[src/sv/ale_pkg.sv]
// Package for the array list engine: sizes, codes, cell control and helpers.
`default_nettype none
package ale_pkg;

  // List size and derived widths
  localparam int CAPACITY = 16;
  localparam int IDX_W    = $clog2(CAPACITY);
  localparam int CNT_W    = $clog2(CAPACITY + 1);

  // Field widths of the channels
  localparam int KIND_W   = 3;
  localparam int VALUE_W  = 32;
  localparam int POS_W    = 5;
  localparam int STATUS_W = 2;
  localparam int INDEX_W  = 4;
  localparam int COUNT_W  = 5;

  typedef enum logic [KIND_W-1:0] {
    KIND_INS_POS  = 3'd0,
    KIND_DELETE   = 3'd1,
    KIND_LOCATE   = 3'd2,
    KIND_INS_SORT = 3'd3,
    KIND_CLEAR    = 3'd4
  } kind_t;

  typedef enum logic [STATUS_W-1:0] {
    ST_OK        = 2'd0,
    ST_BAD_POS   = 2'd1,
    ST_FULL      = 2'd2,
    ST_NOT_FOUND = 2'd3
  } status_t;

  typedef enum logic [1:0] {
    S_IDLE,
    S_CMP,
    S_APPLY
  } state_t;

  // What every cell does in a cycle
  typedef enum logic [1:0] {
    OP_HOLD,
    OP_SHIFT_UP,
    OP_SHIFT_DOWN
  } cell_op_t;

  typedef struct packed {
    cell_op_t                   op;
    logic [IDX_W-1:0]           tgt;
    logic signed [VALUE_W-1:0]  value;
    logic                       cmp_en;
  } cell_ctrl_t;

  // Lowest set bit: MSB of the result is set when no bit is set
  function automatic logic [IDX_W:0] first_set(input logic [CAPACITY-1:0] v);
    logic [IDX_W:0] res;
    res = {1'b1, {IDX_W{1'b0}}};
    for (int i = CAPACITY - 1; i >= 0; i--) begin
      if (v[i]) begin
        res = {1'b0, IDX_W'(i)};
      end
    end
    return res;
  endfunction

endpackage
`default_nettype wire

[src/sv/ale_in_if.sv]
// Input and result channel interfaces of the array list engine.
`default_nettype none
interface ale_in_if;
  logic                               valid;
  logic                               ready;
  logic [ale_pkg::KIND_W-1:0]         kind;
  logic signed [ale_pkg::VALUE_W-1:0] value;
  logic [ale_pkg::POS_W-1:0]          position;

  modport source (output valid, output kind, output value, output position, input ready);
  modport sink   (input valid, input kind, input value, input position, output ready);
endinterface

interface ale_out_if;
  logic                         valid;
  logic                         ready;
  logic [ale_pkg::STATUS_W-1:0] status;
  logic [ale_pkg::INDEX_W-1:0]  index;
  logic [ale_pkg::COUNT_W-1:0]  count;

  modport source (output valid, output status, output index, output count, input ready);
  modport sink   (input valid, input status, input index, input count, output ready);
endinterface
`default_nettype wire

[src/sv/ale_cell.sv]
// One list cell: holds an entry, compares it with the item value, shifts.
`default_nettype none
module ale_cell (
  input  wire logic                              clk,
  input  wire ale_pkg::cell_ctrl_t               ctrl,
  input  wire logic [ale_pkg::IDX_W-1:0]         cell_idx,
  input  wire logic signed [ale_pkg::VALUE_W-1:0] left_data,
  input  wire logic signed [ale_pkg::VALUE_W-1:0] right_data,
  output logic signed [ale_pkg::VALUE_W-1:0]     data_r,
  output logic                                   eq_r,
  output logic                                   lt_r
);
  import ale_pkg::*;

  logic signed [VALUE_W-1:0] data_nxt;

  // Entry update: open a slot at the target or close the gap there
  always_comb begin
    data_nxt = data_r;
    case (ctrl.op)
      OP_SHIFT_UP: begin
        if (cell_idx > ctrl.tgt) begin
          data_nxt = left_data;
        end else if (cell_idx == ctrl.tgt) begin
          data_nxt = ctrl.value;
        end
      end
      OP_SHIFT_DOWN: begin
        if (cell_idx >= ctrl.tgt) begin
          data_nxt = right_data;
        end
      end
      default: data_nxt = data_r;
    endcase
  end

  always_ff @(posedge clk) begin
    data_r <= data_nxt;
  end

  // Local compare flags, registered for the apply cycle
  always_ff @(posedge clk) begin
    if (ctrl.cmp_en) begin
      eq_r <= (data_r == ctrl.value);
      lt_r <= (data_r < ctrl.value);
    end
  end

endmodule
`default_nettype wire

[src/sv/array_list_engine.sv]
// Array list engine top level: control sequencer over a row of list cells.
// After an input transfer the item passes the compare state, then the apply state.
// One item in work at a time (input ready only while idle): capture, compare of the
// cell row, and apply, which shifts the row and registers the result.
// A new item is taken while a finished result still waits in the output register.
// Reset (synchronous, rst_n low) empties the list and drops any pending result.
`default_nettype none
module array_list_engine (
  input  wire logic clk,
  input  wire logic rst_n,
  ale_in_if.sink    in_ch,
  ale_out_if.source out_ch
);
  import ale_pkg::*;

  state_t                    state_r, state_nxt;
  logic [KIND_W-1:0]         kind_r;
  logic signed [VALUE_W-1:0] value_r;
  logic [POS_W-1:0]          pos_r;
  logic [CNT_W-1:0]          count_r, count_nxt;
  logic                      out_valid_r, out_valid_nxt;
  logic [STATUS_W-1:0]       out_status_r, out_status_nxt;
  logic [INDEX_W-1:0]        out_index_r, out_index_nxt;
  logic [COUNT_W-1:0]        out_count_r, out_count_nxt;
  logic                      in_xfer;
  cell_ctrl_t                ctrl;

  logic signed [VALUE_W-1:0] cell_data [CAPACITY];
  logic [CAPACITY-1:0]       eq_vec, lt_vec, live_vec;
  logic [IDX_W:0]            hit_eq, hit_ge;

  // Row of cells, each wired to its neighbours
  for (genvar g = 0; g < CAPACITY; g++) begin : g_cell
    logic signed [VALUE_W-1:0] left_d, right_d;
    if (g == 0) begin : g_first
      assign left_d = '0;
    end else begin : g_mid_l
      assign left_d = cell_data[g-1];
    end
    if (g == CAPACITY - 1) begin : g_last
      assign right_d = '0;
    end else begin : g_mid_r
      assign right_d = cell_data[g+1];
    end
    ale_cell u_cell (
      .clk        (clk),
      .ctrl       (ctrl),
      .cell_idx   (IDX_W'(g)),
      .left_data  (left_d),
      .right_data (right_d),
      .data_r     (cell_data[g]),
      .eq_r       (eq_vec[g]),
      .lt_r       (lt_vec[g])
    );
    assign live_vec[g] = (CNT_W'(g) < count_r);
  end

  // First live match, and first live entry not below the value
  assign hit_eq = first_set(eq_vec & live_vec);
  assign hit_ge = first_set(~lt_vec & live_vec);

  assign in_ch.ready   = (state_r == S_IDLE);
  assign in_xfer       = in_ch.valid && in_ch.ready;
  assign out_ch.valid  = out_valid_r;
  assign out_ch.status = out_status_r;
  assign out_ch.index  = out_index_r;
  assign out_ch.count  = out_count_r;

  // Sequencer: next state, cell control and result
  always_comb begin
    state_nxt        = state_r;
    count_nxt        = count_r;
    out_valid_nxt    = out_valid_r && !out_ch.ready;
    out_status_nxt   = out_status_r;
    out_index_nxt    = out_index_r;
    out_count_nxt    = out_count_r;
    ctrl.op          = OP_HOLD;
    ctrl.tgt         = pos_r[IDX_W-1:0];
    ctrl.value       = value_r;
    ctrl.cmp_en      = 1'b0;
    case (state_r)
      S_IDLE: begin
        if (in_xfer) begin
          state_nxt = S_CMP;
        end
      end
      S_CMP: begin
        ctrl.cmp_en = 1'b1;
        state_nxt   = S_APPLY;
      end
      S_APPLY: begin
        if (!out_valid_r || out_ch.ready) begin
          out_valid_nxt  = 1'b1;
          out_status_nxt = ST_OK;
          out_index_nxt  = '0;
          case (kind_r)
            KIND_INS_POS: begin
              if (32'(pos_r) > 32'(count_r)) begin
                out_status_nxt = ST_BAD_POS;
              end else if (32'(count_r) >= 32'(CAPACITY)) begin
                out_status_nxt = ST_FULL;
              end else begin
                ctrl.op       = OP_SHIFT_UP;
                count_nxt     = count_r + CNT_W'(1);
                out_index_nxt = INDEX_W'(pos_r[IDX_W-1:0]);
              end
            end
            KIND_DELETE: begin
              if (32'(pos_r) >= 32'(count_r)) begin
                out_status_nxt = ST_BAD_POS;
              end else begin
                ctrl.op       = OP_SHIFT_DOWN;
                count_nxt     = count_r - CNT_W'(1);
                out_index_nxt = INDEX_W'(pos_r[IDX_W-1:0]);
              end
            end
            KIND_LOCATE: begin
              if (hit_eq[IDX_W]) begin
                out_status_nxt = ST_NOT_FOUND;
              end else begin
                out_index_nxt = INDEX_W'(hit_eq[IDX_W-1:0]);
              end
            end
            KIND_INS_SORT: begin
              if (32'(count_r) >= 32'(CAPACITY)) begin
                out_status_nxt = ST_FULL;
              end else begin
                ctrl.op   = OP_SHIFT_UP;
                count_nxt = count_r + CNT_W'(1);
                // No entry at or above the value: append at the end
                ctrl.tgt  = hit_ge[IDX_W] ? count_r[IDX_W-1:0] : hit_ge[IDX_W-1:0];
                out_index_nxt = INDEX_W'(ctrl.tgt);
              end
            end
            KIND_CLEAR: begin
              count_nxt = '0;
            end
            default: begin
              count_nxt = count_r;
            end
          endcase
          out_count_nxt = COUNT_W'(count_nxt);
          state_nxt     = S_IDLE;
        end
      end
      default: state_nxt = S_IDLE;
    endcase
  end

  // Control registers
  always_ff @(posedge clk) begin
    if (!rst_n) begin
      state_r     <= S_IDLE;
      count_r     <= '0;
      out_valid_r <= 1'b0;
    end else begin
      state_r     <= state_nxt;
      count_r     <= count_nxt;
      out_valid_r <= out_valid_nxt;
    end
  end

  // Item capture and result payload
  always_ff @(posedge clk) begin
    if (in_xfer) begin
      kind_r  <= in_ch.kind;
      value_r <= in_ch.value;
      pos_r   <= in_ch.position;
    end
    out_status_r <= out_status_nxt;
    out_index_r  <= out_index_nxt;
    out_count_r  <= out_count_nxt;
  end

endmodule
`default_nettype wire

[src/flat_wrapper.sv]
// flat-port wrapper written by rule: the top's interface ports become plain ports
module array_list_engine_flat import ale_pkg::*;
  (clk, rst_n, in_ch_valid, in_ch_kind, in_ch_value, in_ch_position, in_ch_ready, out_ch_valid, out_ch_status, out_ch_index, out_ch_count, out_ch_ready);
  ale_in_if in_ch_i ();
  ale_out_if out_ch_i ();
  input  wire logic clk;
  input  wire logic rst_n;
  input wire logic [$bits(in_ch_i.valid)-1:0] in_ch_valid;
  input wire logic [$bits(in_ch_i.kind)-1:0] in_ch_kind;
  input wire logic [$bits(in_ch_i.value)-1:0] in_ch_value;
  input wire logic [$bits(in_ch_i.position)-1:0] in_ch_position;
  output wire logic [$bits(in_ch_i.ready)-1:0] in_ch_ready;
  output wire logic [$bits(out_ch_i.valid)-1:0] out_ch_valid;
  output wire logic [$bits(out_ch_i.status)-1:0] out_ch_status;
  output wire logic [$bits(out_ch_i.index)-1:0] out_ch_index;
  output wire logic [$bits(out_ch_i.count)-1:0] out_ch_count;
  input wire logic [$bits(out_ch_i.ready)-1:0] out_ch_ready;
  assign in_ch_i.valid = in_ch_valid;
  assign in_ch_i.kind = in_ch_kind;
  assign in_ch_i.value = in_ch_value;
  assign in_ch_i.position = in_ch_position;
  assign in_ch_ready = in_ch_i.ready;
  assign out_ch_valid = out_ch_i.valid;
  assign out_ch_status = out_ch_i.status;
  assign out_ch_index = out_ch_i.index;
  assign out_ch_count = out_ch_i.count;
  assign out_ch_i.ready = out_ch_ready;
  array_list_engine u_core (.clk(clk), .rst_n(rst_n), .in_ch(in_ch_i), .out_ch(out_ch_i));
endmodule
[config.mk]
export PLATFORM = sky130hd
export DESIGN_NAME = array_list_engine_flat
export DESIGN_NICKNAME = d
export VERILOG_FILES = /design/src/sv/ale_pkg.sv /design/src/sv/ale_in_if.sv /design/src/sv/ale_cell.sv /design/src/sv/array_list_engine.sv /design/src/flat_wrapper.sv
export SDC_FILE = /design/constraint.sdc
export NUM_CORES = 2
export LEC_CHECK = 0
export BUFFER_PORTS_ARGS = -buffer_cell sky130_fd_sc_hd__buf_2
export CORE_AREA = 2 2 321 228
export DETAILED_ROUTE_END_ITERATION = 6
export DIE_AREA = 0 0 323 230
export PLACE_DENSITY_LB_ADDON = 0.05
export SYNTH_ARGS = -nofsm -noshare
export SYNTH_HDL_FRONTEND = slang
export SYNTH_SLANG_ARGS = --single-unit
export TNS_END_PERCENT = 30
[constraint.sdc]
create_clock -name clk -period 8.7 [get_ports clk]
set_clock_uncertainty 0.2 [all_clocks]
set_input_delay 1.74 -clock clk [delete_from_list [all_inputs] [get_ports clk]]
set_output_delay 1.74 -clock clk [all_outputs]
set_load 0.02 [all_outputs]
# Yosys cells after proc, flatten, opt, wreduce, memory -nomap -nowiden
# Cells that the tools add are included.
# W data, S select, Z words.
# totals
register_bits,603
in_bits,44
# op_classes
n_addsub,2
order_cmp,67
n_eq_ne,73
muxes,126
bitwise,3
n_reduce_logical,27
# ops
cell,count
$mux W32,48
$pmux W32 S2,16
$eq A32 B32 Y1,16
$lt A32 B32 Y1,16
$mux W5,36
$ne A3 B3 Y1 const B,16
$reduce_and A3 Y1,16
$lt A4 B5 Y1 const A,8
$ne A2 B2 Y1 const B,17
$and A16 B16 Y16,2
$eq A4 B4 Y1 const A,8
$ge A4 B4 Y1 const A,8
$gt A4 B4 Y1 const A,8
$mux W4,7
$lt A3 B5 Y1 const A,4
$pmux W5 S4,1
$eq A3 B4 Y1 const A,4
$ge A3 B4 Y1 const A,4
$gt A3 B4 Y1 const A,4
$not A16 Y16,1
$pmux W4 S4,1
$mux W2,6
$mux W6,2
$pmux W2 S3,2
other kinds (29),47

# Logic depth before layout (Yosys ltp)
# depth
depth_word,27
depth_mapped,20
ltp_nobuf,16

# Cells and area by module
# A second synthesis with hierarchy kept.
# hier_totals
hier_cells,5456
hier_area_um2,51431.8
# by_module_without_submodules
mod,instances,cells_each,area_per_inst_um2
ale_cell,16,319,2995.4
array_list_engine,1,352,3505.9

# Worst setup path after synthesis
# OpenSTA, ideal clock, no wires.
# synth_timing
kind,input -> register
start,input out_ch_ready
end,"register u_core.g_cell[4].u_cell.data_r[0] in the netlist's numbering, enable pin"
arrival_time_ns,6.472
path_slack_ns,1.634
cell_stages,13
n_path_buf,4
path_cell_list,nand2b_1 > nand2_1 > clkbuf_1 > inv_1 > nand2_1 > inv_1 > ha_1 > clkbuf_1 > buf_1 > or2_2 > buf_1 > a21oi_1 > o31a_1
# synth_between
elab_chain_cells,6
# synth_rtl
element,line,source
from (decl),flat_wrapper.sv:17,input wire logic [$bits(out_ch_i.ready)-1:0] out_ch_ready;
$logic_or A1 B1 Y1 (*),array_list_engine.sv:92,if (!out_valid_r || out_ch.ready) begin
$mux W6 (*),array_list_engine.sv:92,
$mux W6 (*),array_list_engine.sv:81,case (state_r)
$gt A3 B4 Y1 (tied with other cells),ale_cell.sv:22,if (cell_idx > ctrl.tgt) begin
$ne A3 B3 Y1 (no source line) (tied with other cells),n/a,
$reduce_and A3 Y1 (no source line) (*),n/a,
to (signal assigned),ale_cell.sv:38,data_r <= data_nxt;
to (decl),ale_cell.sv:9,"output logic signed [ale_pkg::VALUE_W-1:0] data_r,"
# Every way passes the cells marked *; elsewhere a longest branch is shown, timed or not.
# A chain may end at the register's enable or synchronous reset.

# Final worst setup path
# layout_timing
start,register u_core.count_r[2]
end,"register u_core.g_cell[11].u_cell.data_r[0] in the netlist's numbering, data pin"
# layout_between
elab_chain_cells,26
# layout_rtl
element,line,source
from (decl),array_list_engine.sv:20,"logic [CNT_W-1:0] count_r, count_nxt;"
from (signal assigned),array_list_engine.sv:158,count_r <= count_nxt;
$lt A4 B5 Y1,array_list_engine.sv:55,assign live_vec[g] = (CNT_W'(g) < count_r);
$and A16 B16 Y16,array_list_engine.sv:60,assign hit_ge = first_set(~lt_vec & live_vec);
$mux W5 (16 in series),ale_pkg.sv:58,if (v[i]) begin
$mux W4,array_list_engine.sv:131,ctrl.tgt = hit_ge[IDX_W] ? count_r[IDX_W-1:0] : hit_ge[IDX_W-1:0];
$mux W5,array_list_engine.sv:125,if (32'(count_r) >= 32'(CAPACITY)) begin
$mux W4,array_list_engine.sv:96,case (kind_r)
$mux W6 (*),array_list_engine.sv:92,
$mux W6 (*),array_list_engine.sv:81,
$gt A4 B4 Y1,ale_cell.sv:22,
$mux W32,ale_cell.sv:22,
$pmux W32 S2 (*),ale_cell.sv:20,case (ctrl.op)
named net u_core.g_cell[11].u_cell.data_nxt[0],ale_cell.sv:15,logic signed [VALUE_W-1:0] data_nxt;
to (signal assigned),ale_cell.sv:38,
to (decl),ale_cell.sv:9,
# Mark *: on every way through the listed nets, which the timed path passes. The rest lies on a longest branch.

==> results.md <==
* Outcome: completed
* Area growth, synth to finish at 7.636%
* Setup TNS at 0 ps
* Clock group share of total power at 39.2%
* Cell Count, Final, Fillers Out at 5200
* Max Transition Viols Final at 0
* Hold Buf Count CTS at 0
* Cells after Synth at 4259
* Slew HR at 6.908%
* CTS tree: yes
* Io pins at 57
* Synth area leaders: edfxtp_1 (42%), ha_1 (15%), mux2i_1 (7.2%)
* Syn Area/Cell at roughly 10 um2
* Unrepaired setup endpoints after global routing: false
* Die Y at ~230 um
* TritonCTS buffer count at 66
* Synthesized flop and latch total at 603
* Proportion of layout cells with a drive suffix above 1 at 7.516%
* Asr flop ratio synth at 0%
* Cell variety after synth at 78
* Vias/cell at 6.908
* Power Density at 156.5 mW/mm2
* Core box area at 0.07100 mm2
* First-pass GRT wire length at between 200000 and 250000 um
* Top cells by count, synth: edfxtp_1 (595), nand2_1 (576), ha_1 (522)
* Switching power at 1.934 mW
* Combinational share of power at around 14%
* Final-stage net count at 4754
* Reg-to-reg endpoint: u_core.g_cell[11].u_cell.data_r[0]$_DFFE_PP_
* Dominant synthesized flop cell: edfxtp_1
* Max Clk Rate at 0.1546 GHz
* Largest net degree at the start of global routing at 253
* Die footprint at 0.07429 mm2
* Slew @ Worst Pin at 1393 ps
* CTS max path bufs at 3
* Initial core utilization at 59.73%
* Hold Crit Class: flip-flop to flip-flop
* YS warnings at 0
* Seq pwr share at a little under half
* Die W at 323 um
* Sequential area share after synthesis at 42.51%
* 1st-iter DRT viols at slightly below 6000
* Initial antenna violation count at 6
* Final ANT Viol Nets at 0
* Net count after synthesis at between 4000 and 5000
* RD Place Congestion at 0.9940
* Worst Reg2Reg Path Length in Cells at 15
* DRC errors left at 0
* Peak supply drop at between 0.00015 and 0.0002 V
* Placed Cells at just over 5000
* Post-Synthesis Cell Area at 0.04241 mm2
* GRT Total Usage at 39.75%
* Final Cycle Share at 74.34%
* Leakage at 17.83 nW
* CP endpoint kind: flip-flop
* CP Data Arrival Time at 6590 ps
* Largest area contributor in the netlist: edfxtp_1
* Post_cts resized at 0
* FF-to-FF setup slack at 2230 ps
* Top cell type's share of synthesized area at 42.13%
* Count leader, synth: edfxtp_1
* H-tree depth at 3
* Critical path startpoint category: flip-flop
* Vias at around 36000
* Minimum clock period after layout at 6467 ps
* Post-synth EDFFs at slightly below 600
* Post-DP HPWL at 101700 um
* PortBufs at 56
* Post-CTS Setup Repair Bufs at 0
* Int Power at about 5.2 mW
* Reg-to-Reg Start: u_core.count_r[2]$_SDFFE_PN0P_
* CTS Sinks at between 600 and 700
* Critical path type: flip-flop to flip-flop
* Net Sw Frac at 27.07%
* Final wirelength at 149500 um
* CP Data Required Time at about 9000 ps
* Clock-pin slew on the worst setup and hold paths at ~60 ps
* Worst-path fanout max at 57
* Router iterations before antenna repair at 6
* Overflow after GRT at 0
* Critical path destination: u_core.g_cell[11].u_cell.data_r[0]$_DFFE_PP_
* Crit path launch: u_core.count_r[2]$_SDFFE_PN0P_
* Final Hold Fails at 0
* Row count at 82
* Setup Viol. Count Final at 0
* Clk Latency, worst-skew pair at 640 ps
* Number of global-route vias before repair at 33499
* Max-Cap Viols at 0
* Wire per inst at 28.74 um
* Clock root cell: clkbuf_16
## metrics by stage
stage | utilization, % | total power [mW] | cell area (um2) | hold WS (ps) | setup slack, ps
2_1_floorplan | - | 4.024 | 42410 | 294.9 | 1634
3_3_place_gp | 61.42 | 4.341 | 43600 | 341.2 | 2517
3_5_place_dp | 61.42 | 4.364 | 43600 | 346.0 | 2372
4_1_cts | 64.28 | 7.112 | 45640 | 366.5 | 2441
5_1_grt | 64.28 | 7.329 | 45640 | 396.9 | 1954
6_report | 64.29 | 7.144 | 45640 | 369.5 | 2233
## layout make-up
cell class                 instances  area [um2]
timing repair buffer             148        1008
antenna                            3       7.507
clock buffer                      92        1866
inverter                          72       270.3
fill                            5966       25350
clock inverter                    19       166.4
multi-input combinational       3297       23090
sequential                       603       18030
tap                              966        1209
## how the worst min path moves through the flow
stage | from | endpoint | slack, ps | cells past startpoint
2_1_floorplan | u_core.state_r[1]$_SDFFE_PN0P_ | u_core.out_ch.valid$_SDFF_PN0_ | 290 | 2
3_3_place_gp | u_core.g_cell[15].u_cell.data_r[0]$_SDFFCE_PP0P_ | u_core.g_cell[14].u_cell.data_r[0]$_DFFE_PP_ | 340 | 2
3_5_place_dp | u_core.out_ch.valid$_SDFF_PN0_ | u_core.out_ch.valid$_SDFF_PN0_ | 350 | 2
4_1_cts | u_core.out_ch.valid$_SDFF_PN0_ | u_core.out_ch.valid$_SDFF_PN0_ | 370 | 2
5_1_grt | u_core.g_cell[15].u_cell.data_r[28]$_SDFFCE_PP0P_ | u_core.g_cell[14].u_cell.data_r[28]$_DFFE_PP_ | 400 | 2
6_report | u_core.g_cell[15].u_cell.data_r[15]$_SDFFCE_PP0P_ | u_core.g_cell[14].u_cell.data_r[15]$_DFFE_PP_ | 370 | 2
## power groups by stage
| stage | combinational, mW | sequential (mW) | clock, mW |
|---|---|---|---|
| floorplan | 0.680 | 3.34 | 0 |
| global placement | 0.954 | 3.39 | 0 |
| detailed placement | 0.978 | 3.39 | 0 |
| CTS | 0.982 | 3.33 | 2.80 |
| global route | 1.09 | 3.33 | 2.90 |
| finish | 1.02 | 3.33 | 2.80 |
## state kept, by name (all words and copies together), names as in the netlist, 3 cells and up
register	count
u_core.value_r	32
u_core.out_ch.index	4
u_core.g_cell.u_cell.eq_r	16
u_core.g_cell.u_cell.lt_r	16
u_core.kind_r	3
u_core.g_cell.u_cell.data_r	512
u_core.pos_r	5
u_core.out_ch.count	5
u_core.count_r	5
## layout by cell type, fill, tap and decap left out, types with 71 or more instances in the layout
cell,instances
ha_1,521
mux2i_1,304
buf_4,89
edfxtp_1,595
a21oi_1,234
clkbuf_16,71
o21ai_0,505
nand2b_1,74
nand2_1,573
nor2_1,214
nand4_1,102
a21o_1,99
nor3_1,96
## cells by family (layout without fill, tap and decap cells)
group           after synthesis  count (layout)  share of synthesized area (%)
compound gates             1221            1221                          17.82
fa+ha+maj                   522             522                          15.40
other cells                   0               3                              0
buf+inv                     359             331                          3.641
flops                       603             603                          42.51
xor+xnor                      1               1                        0.02066
mux                         305             305                          7.202
simple gates               1248            1248                          13.40
## critical path: stages, from the launching register on
cell	delay (ps)
dfxtp_1	870
clkinv_1	520
ha_1	450
o21a_1	120
o21a_1	170
o21ai_0	290
a21oi_1	210
o21ai_0	320
nand3_1	200
ha_4	260
inv_2	240
buf_4	670
nand2_1	840
buf_12	430
nor3_1	210
a2111oi_2	80
## layer usage
| metal | track usage, % | wire length [um] | up-vias |
|---|---|---|---|
| met1 | 58.63 | 63480 | 17195 |
| li1 | - | - | 15935 |
| met4 | 16.58 | 7119 | 8 |
| met5 | 0 | 58 | - |
| met3 | 11.69 | 20370 | 333 |
| met2 | 53.96 | 58430 | 2449 |
Note: power is estimated with default switching activity, not from simulation.
